File: src/sv/ddfe_pkg.sv
// Types, sizes and helper functions for the decimal digit field extractor.
// No dependencies; every other file imports this package.
package ddfe_pkg;

   localparam int CodeWidth    = 31;
   localparam int FieldWidth   = 4;
   localparam int ValueWidth   = 30;
   localparam int DigitCount   = 10;
   localparam int BcdWidth     = 4 * DigitCount;
   localparam int MaxDigits    = 10;
   localparam int DabbleSteps  = 8;
   localparam int DabbleStages = (CodeWidth + DabbleSteps - 1) / DabbleSteps;
   localparam int CodeIdxWidth = $clog2(CodeWidth);
   localparam int HiDigits     = 5;
   localparam int LoDigits     = 4;
   localparam int HiWidth      = 17;
   localparam int CountWidth   = 5;

   typedef logic [CodeWidth-1:0]  code_type;
   typedef logic [FieldWidth-1:0] field_type;
   typedef logic [ValueWidth-1:0] value_type;
   typedef logic [BcdWidth-1:0]   bcd_type;
   typedef logic [HiWidth-1:0]    hi_type;
   typedef logic [CountWidth-1:0] count_type;

   // one shift-add-3 step of binary to BCD conversion
   function automatic bcd_type dabble_step(bcd_type b, logic code_bit);
      bcd_type r;
      r = b;
      for (int d = 0; d < DigitCount; d++) begin
         if (r[4*d +: 4] >= 4'd5) begin
            r[4*d +: 4] = r[4*d +: 4] + 4'd3;
         end
      end
      return {r[BcdWidth-2:0], code_bit};
   endfunction

endpackage

File: src/sv/ddfe_req_if.sv
// Request channel: valid/ready handshake carrying code, field and skip counts.
// Depends on ddfe_pkg.
interface ddfe_req_if import ddfe_pkg::*; ();
   logic      valid;
   logic      ready;
   code_type  code;
   field_type field_digits;
   field_type skip_digits;

   modport source (output valid, code, field_digits, skip_digits, input ready);
   modport sink   (input valid, code, field_digits, skip_digits, output ready);
endinterface

File: src/sv/ddfe_rsp_if.sv
// Response channel: valid/ready handshake carrying the extracted field value.
// Depends on ddfe_pkg.
interface ddfe_rsp_if import ddfe_pkg::*; ();
   logic      valid;
   logic      ready;
   value_type field_value;
   logic      valid_res;

   modport source (output valid, field_value, valid_res, input ready);
   modport sink   (input valid, field_value, valid_res, output ready);
endinterface

File: src/sv/decimal_digit_field_extract_core.sv
// Pipeline: a request passes 4 BCD conversion stages, digit select and two
// BCD-to-binary stages, each registered, before its response is valid.
// Throughput: one request per cycle; each stage holds only while the stage
// after it is full and stalled, so back-pressure costs no bubbles.
// Reset (synchronous, active high) clears all stage valid flags.
// Depends on ddfe_pkg, ddfe_req_if, ddfe_rsp_if.
module decimal_digit_field_extract_core import ddfe_pkg::*; (
   input  logic          clock,
   input  logic          reset,
   ddfe_req_if.sink      req_bus,
   ddfe_rsp_if.source    rsp_bus
);

   logic      dd_valid_ff [DabbleStages];
   bcd_type   dd_bcd_ff   [DabbleStages];
   code_type  dd_code_ff  [DabbleStages];
   field_type dd_n_ff     [DabbleStages];
   field_type dd_k_ff     [DabbleStages];
   logic      dd_ready    [DabbleStages];

   logic      src_valid [DabbleStages];
   bcd_type   src_bcd   [DabbleStages];
   code_type  src_code  [DabbleStages];
   field_type src_n     [DabbleStages];
   field_type src_k     [DabbleStages];
   bcd_type   dd_bcd_in [DabbleStages];

   logic      sel_valid_ff;
   bcd_type   sel_bcd_ff;
   logic      sel_ok_ff;
   logic      sel_ready;
   bcd_type   sel_bcd_in;
   logic      sel_ok_in;

   logic      hor_valid_ff;
   hi_type    hor_hi_ff;
   logic [4*LoDigits-1:0] hor_lo_ff;
   logic      hor_ok_ff;
   logic      hor_ready;
   hi_type    hor_hi_in;

   logic      out_valid_ff;
   value_type out_value_ff;
   logic      out_ok_ff;
   logic      out_ready;
   value_type out_value_in;

   // ready chain, back to front
   always_comb begin
      out_ready = !out_valid_ff || rsp_bus.ready;
      hor_ready = !hor_valid_ff || out_ready;
      sel_ready = !sel_valid_ff || hor_ready;
      for (int s = DabbleStages - 1; s >= 0; s--) begin
         if (s == DabbleStages - 1) begin
            dd_ready[s] = !dd_valid_ff[s] || sel_ready;
         end else begin
            dd_ready[s] = !dd_valid_ff[s] || dd_ready[s+1];
         end
      end
   end

   assign req_bus.ready = dd_ready[0];

   // binary to BCD, DabbleSteps code bits per stage
   always_comb begin
      src_valid[0] = req_bus.valid;
      src_bcd[0]   = '0;
      src_code[0]  = req_bus.code;
      src_n[0]     = req_bus.field_digits;
      src_k[0]     = req_bus.skip_digits;
      for (int s = 1; s < DabbleStages; s++) begin
         src_valid[s] = dd_valid_ff[s-1];
         src_bcd[s]   = dd_bcd_ff[s-1];
         src_code[s]  = dd_code_ff[s-1];
         src_n[s]     = dd_n_ff[s-1];
         src_k[s]     = dd_k_ff[s-1];
      end
   end

   always_comb begin
      bcd_type b;
      int      idx;
      for (int s = 0; s < DabbleStages; s++) begin
         b = src_bcd[s];
         for (int j = 0; j < DabbleSteps; j++) begin
            idx = CodeWidth - 1 - s * DabbleSteps - j;
            if (idx >= 0) begin
               b = dabble_step(b, src_code[s][idx[CodeIdxWidth-1:0]]);
            end
         end
         dd_bcd_in[s] = b;
      end
   end

   always_ff @(posedge clock) begin
      for (int s = 0; s < DabbleStages; s++) begin
         if (reset) begin
            dd_valid_ff[s] <= 1'b0;
         end else if (dd_ready[s]) begin
            dd_valid_ff[s] <= src_valid[s];
         end
         if (dd_ready[s]) begin
            dd_bcd_ff[s]  <= dd_bcd_in[s];
            dd_code_ff[s] <= src_code[s];
            dd_n_ff[s]    <= src_n[s];
            dd_k_ff[s]    <= src_k[s];
         end
      end
   end

   // count digits, check request, select field digits
   always_comb begin
      count_type m;
      field_type n;
      field_type k;
      bcd_type   b;
      bcd_type   shifted;
      bcd_type   mask;
      b = dd_bcd_ff[DabbleStages-1];
      n = dd_n_ff[DabbleStages-1];
      k = dd_k_ff[DabbleStages-1];
      m = count_type'(1);
      for (int d = 0; d < DigitCount; d++) begin
         if (b[4*d +: 4] != 4'd0) begin
            m = count_type'(d + 1);
         end
      end
      if (m > count_type'(MaxDigits)) begin
         m = count_type'(MaxDigits);
      end
      sel_ok_in = (n != '0) && (count_type'(n) < m)
                  && ((count_type'(n) + count_type'(k)) <= m);
      shifted = b >> {k, 2'b00};
      mask    = ~({BcdWidth{1'b1}} << {n, 2'b00});
      sel_bcd_in = sel_ok_in ? (shifted & mask) : '0;
   end

   always_ff @(posedge clock) begin
      if (reset) begin
         sel_valid_ff <= 1'b0;
      end else if (sel_ready) begin
         sel_valid_ff <= dd_valid_ff[DabbleStages-1];
      end
      if (sel_ready) begin
         sel_bcd_ff <= sel_bcd_in;
         sel_ok_ff  <= sel_ok_in;
      end
   end

   // BCD to binary, upper digits
   always_comb begin
      hi_type acc;
      acc = '0;
      for (int d = LoDigits + HiDigits - 1; d >= LoDigits; d--) begin
         acc = hi_type'(acc * hi_type'(10)) + hi_type'(sel_bcd_ff[4*d +: 4]);
      end
      hor_hi_in = acc;
   end

   always_ff @(posedge clock) begin
      if (reset) begin
         hor_valid_ff <= 1'b0;
      end else if (hor_ready) begin
         hor_valid_ff <= sel_valid_ff;
      end
      if (hor_ready) begin
         hor_hi_ff <= hor_hi_in;
         hor_lo_ff <= sel_bcd_ff[4*LoDigits-1:0];
         hor_ok_ff <= sel_ok_ff;
      end
   end

   // BCD to binary, lower digits
   always_comb begin
      value_type acc;
      acc = value_type'(hor_hi_ff);
      for (int d = LoDigits - 1; d >= 0; d--) begin
         acc = value_type'(acc * value_type'(10)) + value_type'(hor_lo_ff[4*d +: 4]);
      end
      out_value_in = acc;
   end

   always_ff @(posedge clock) begin
      if (reset) begin
         out_valid_ff <= 1'b0;
      end else if (out_ready) begin
         out_valid_ff <= hor_valid_ff;
      end
      if (out_ready) begin
         out_value_ff <= out_value_in;
         out_ok_ff    <= hor_ok_ff;
      end
   end

   assign rsp_bus.valid       = out_valid_ff;
   assign rsp_bus.field_value = out_value_ff;
   assign rsp_bus.valid_res   = out_ok_ff;

endmodule
File: src/flat_wrapper.sv
// flat-port wrapper written by rule: the top's interface ports become plain ports
module decimal_digit_field_extract_core_flat import ddfe_pkg::*;
  (clock, reset, req_bus_valid, req_bus_code, req_bus_field_digits, req_bus_skip_digits, req_bus_ready, rsp_bus_valid, rsp_bus_field_value, rsp_bus_valid_res, rsp_bus_ready);
  ddfe_req_if req_bus_i ();
  ddfe_rsp_if rsp_bus_i ();
  input  logic clock;
  input  logic reset;
  input wire logic [$bits(req_bus_i.valid)-1:0] req_bus_valid;
  input wire logic [$bits(req_bus_i.code)-1:0] req_bus_code;
  input wire logic [$bits(req_bus_i.field_digits)-1:0] req_bus_field_digits;
  input wire logic [$bits(req_bus_i.skip_digits)-1:0] req_bus_skip_digits;
  output wire logic [$bits(req_bus_i.ready)-1:0] req_bus_ready;
  output wire logic [$bits(rsp_bus_i.valid)-1:0] rsp_bus_valid;
  output wire logic [$bits(rsp_bus_i.field_value)-1:0] rsp_bus_field_value;
  output wire logic [$bits(rsp_bus_i.valid_res)-1:0] rsp_bus_valid_res;
  input wire logic [$bits(rsp_bus_i.ready)-1:0] rsp_bus_ready;
  assign req_bus_i.valid = req_bus_valid;
  assign req_bus_i.code = req_bus_code;
  assign req_bus_i.field_digits = req_bus_field_digits;
  assign req_bus_i.skip_digits = req_bus_skip_digits;
  assign req_bus_ready = req_bus_i.ready;
  assign rsp_bus_valid = rsp_bus_i.valid;
  assign rsp_bus_field_value = rsp_bus_i.field_value;
  assign rsp_bus_valid_res = rsp_bus_i.valid_res;
  assign rsp_bus_i.ready = rsp_bus_ready;
  decimal_digit_field_extract_core u_core (.clock(clock), .reset(reset), .req_bus(req_bus_i), .rsp_bus(rsp_bus_i));
endmodule
File: config.mk
export PLATFORM = sky130hd
export DESIGN_NAME = decimal_digit_field_extract_core_flat
export DESIGN_NICKNAME = d
export VERILOG_FILES = /design/src/sv/ddfe_pkg.sv /design/src/sv/ddfe_req_if.sv /design/src/sv/ddfe_rsp_if.sv /design/src/sv/decimal_digit_field_extract_core.sv /design/src/flat_wrapper.sv
export SDC_FILE = /design/constraint.sdc
export NUM_CORES = 1
export LEC_CHECK = 0
export ABC_CLOCK_PERIOD_IN_PS = 12300
export BUFFER_PORTS_ARGS = -buffer_cell sky130_fd_sc_hd__buf_4
export CAP_MARGIN = 20
export CORE_ASPECT_RATIO = 1.25
export CORE_MARGIN = 2
export CORE_UTILIZATION = 60
export CTS_BUF_LIST = sky130_fd_sc_hd__clkbuf_2
export DETAILED_ROUTE_END_ITERATION = 8
export PLACE_DENSITY = 0.77
export SLEW_MARGIN = 20
export SYNTH_ARGS = -nofsm -noshare
export SYNTH_HDL_FRONTEND = slang
export SYNTH_SLANG_ARGS = --single-unit
File: constraint.sdc
create_clock -name clock -period 12.3 [get_ports clock]
set_clock_uncertainty 0.1 [all_clocks]
set_input_delay 1.23 -clock clock [delete_from_list [all_inputs] [get_ports clock]]
set_output_delay 1.23 -clock clock [all_outputs]
set_load 0.05 [all_outputs]
==> impl_results.md <==
* Status: finished clean
* Resize count post-CTS at 0
* Simple-gate portion of the synthesized area at 16.8%
* Die area at 64000 sq um
* Top cell by count, worst path: ha_1
* CP arrival at 10.97 ns
* Gpl congestion at 0.914
* Unrepaired setup endpoints after global routing: false
* Port bufs at 75
* DR WL/cell at 13.3 microns
* Initial drt markers at 1031
* Synth Area in Adders at 20.0%
* Yosys reg bits at 288
* Max Fclk at 97.0 MHz
* Site row count at 102
* Fraction of synthesized cell area in xor and xnor cells at 8.39%
* Largest family of logic cells by synthesized area: adder cells
* Largest net degree at the start of global routing at 61
* CTS buffer count at 77
* Initial antenna violation count at 1
* Crit Path Class: flop to flop
* Final hold viol count at 0
* CTS tree: done
* Sequential element share of the synthesized area at 23.2%
* Die span in x at 227 microns
* Grt ovf at 0
* Crit share post-route at 83.8%
* Slowest-stage cell, CP: edfxtp_1
* Nets at 4917
* Reg clk slew, reported paths at 0.12 ns
* Startpoint types: flop
* Starting Density at 60.3%
* CP Capture Type: flop
* Critical Path Fanout Max at 5
* Hold-critical path depth at 1
* Slew Limit Fails at 0
* Synth async-reset ratio at 0%
* Clock buffer depth at 3
* Max-slew headroom at 41.1%
* Synthesized area at 37200 sq um
* Mux share of post-synthesis cell area at 9.13%
* Post-CTS Setup Repair Bufs at 0
* Slew @ Worst Pin at 0.882 ns
* Number of warnings issued by yosys at 0
* Root Driver: clkbuf_2
* DRC viols at 0
* Period minus WS final at 10.31 ns
* Commonest cells post-synth: ha_1 (568), inv_1 (378), edfxtp_1 (285), a21oi_1 (266), nand2_1 (253)
* Yosys top cell area share at 23.0%
* Top cells by area, synth: edfxtp_1 (23%), ha_1 (19%), xnor2_1 (5.7%)
* Compound-gate portion of the synthesized area at 18.1%
* Hold Crit Class: input pin to flop
* Post-route ant nets at 0
* Global Route Usage Sum at 21.8%
* Vias at 29800
* Ys flop type: edfxtp_1
* CTS hold repair buffers at 0
* DRT Pass-1 Iters at 7
* Core area at 61600 sq um
* Final setup fails at 0
* Area growth, synth to finish at 6.13%
* Req. time, crit path at 12.96 ns
* Slowest stage delay, CP at 0.46 ns
* Top-Level Pins at 76
* Reg2Reg Depth at 45
* Vias in the first global route at 29100
* Synth cell types at 113
* HPWL after DPL at 56000 microns
* Mean Syn Cell Area at 8.95 sq um
* DR vias/cell at 5.75
* Setup TNS at 0 ns
* Most common cell in the synthesized netlist: ha_1
* Post-synth EDFFs at 285
* Syn Inst Count at 4156
* DRT Wirelength at 68900 microns
* H-tree levels at 3
* Die H at 282 microns
* First-pass GRT wire length at 121000 microns
* Share of layout cells above drive strength 1 at 9.26%
* Clk sink count at 288
* Post-synth top area cell: edfxtp_1
* Maxcap violations at 0
* Clock Latency Late Sink at 1.07 ns
==> logic make-up after synthesis <==
| logic type | count (synthesis) |
|---|---|
| multiplexers | 311 |
| AO/OA/AOI/OAI | 999 |
| buffers and inverters | 425 |
| AND/OR/NAND/NOR | 1196 |
| other | 1 |
| XOR/XNOR | 351 |
| adder cells (fa/ha/maj) | 585 |
| flip-flops | 288 |
==> path summary, 6_finish.rpt <==
check                                    startpoint                                  endpoint  slack (ns)
hold reg to reg   u_core.dd_code_ff[1][1]$_DFFE_PP_         u_core.dd_code_ff[2][1]$_DFFE_PP_        0.31
hold / removal                      req_bus_code[3]         u_core.dd_code_ff[0][3]$_DFFE_PP_        0.22
setup reg to reg      u_core.hor_hi_ff[1]$_DFFE_PP_  u_core.rsp_bus.field_value[29]$_DFFE_PP_        1.99
setup / recovery      u_core.hor_hi_ff[1]$_DFFE_PP_  u_core.rsp_bus.field_value[29]$_DFFE_PP_        1.99
==> per-layer routing <==
layer	vias up	wire length, microns	global-route usage, %
li1	15400	-	-
met1	13800	27900	22.4
met2	377	37300	43.7
met3	159	1610	2.45
met4	0	2130	8.87
met5	-	0	0
==> layout make-up <==
class                      count  area [sq um]
multi-input combinational   3445         27000
fill                        5291         22200
sequential                   288          8620
inverter                     394          1480
tap                          832          1040
timing repair buffer          83           623
clock buffer                 102           510
clock inverter                38           206
antenna                        2          5.00
==> metrics by stage <==
step	cells	worst slack, ns	area, sq um	util [%]	hold WS [ns]
after floorplan	4158	3.00	37200	-	0.300
after global placement	5042	2.33	38700	62.8	0.301
after detailed placement	5042	1.97	38700	62.8	0.305
after CTS	5182	1.98	39400	64.0	0.0684
after global routing	5184	0.892	39500	64.0	0.136
final	5184	1.99	39500	64.0	0.224
==> flip-flops by register name (all words and copies together) (netlist names) <==
register,count
u_core.rsp_bus.valid,1
u_core.rsp_bus.field_value,30
u_core.dd_bcd_ff,99
u_core.sel_valid_ff,1
u_core.sel_bcd_ff,36
u_core.dd_valid_ff,4
u_core.sel_ok_ff,1
u_core.hor_lo_ff,16
u_core.dd_code_ff,48
u_core.hor_ok_ff,1
u_core.dd_n_ff,16
u_core.hor_hi_ff,17
u_core.hor_valid_ff,1
u_core.dd_k_ff,16
u_core.rsp_bus.valid_res,1
==> cells in the final DEF, fill, tap and decap left out, types with 102 or more instances in the layout <==
| master | netlist | layout |
|---|---|---|
| a21oi_1 | 266 | 266 |
| clkbuf_2 | 0 | 102 |
| edfxtp_1 | 285 | 285 |
| ha_1 | 568 | 568 |
| inv_1 | 378 | 376 |
| mux2i_1 | 199 | 199 |
| nand2_1 | 253 | 252 |
| nand2b_1 | 142 | 142 |
| nor2_1 | 243 | 243 |
| o21ai_0 | 180 | 180 |
| xnor2_1 | 243 | 243 |
| xor2_1 | 105 | 105 |
==> critical path, delay by kind of cell (launching register included) <==
kind | cells | cell delay (ns)
AOI/OAI and AO/OA | 13 | 2.71
xor gates and xnor gates | 7 | 1.18
adders and majority gates | 9 | 2.79
buffers and inverters | 3 | 0.21
DFF | 1 | 0.46
and+or+nand+nor | 13 | 2.64
Power is left out: the tool's default activity adds up to more than one toggle a clock period on the data nets, which glitch-free logic cannot reach.
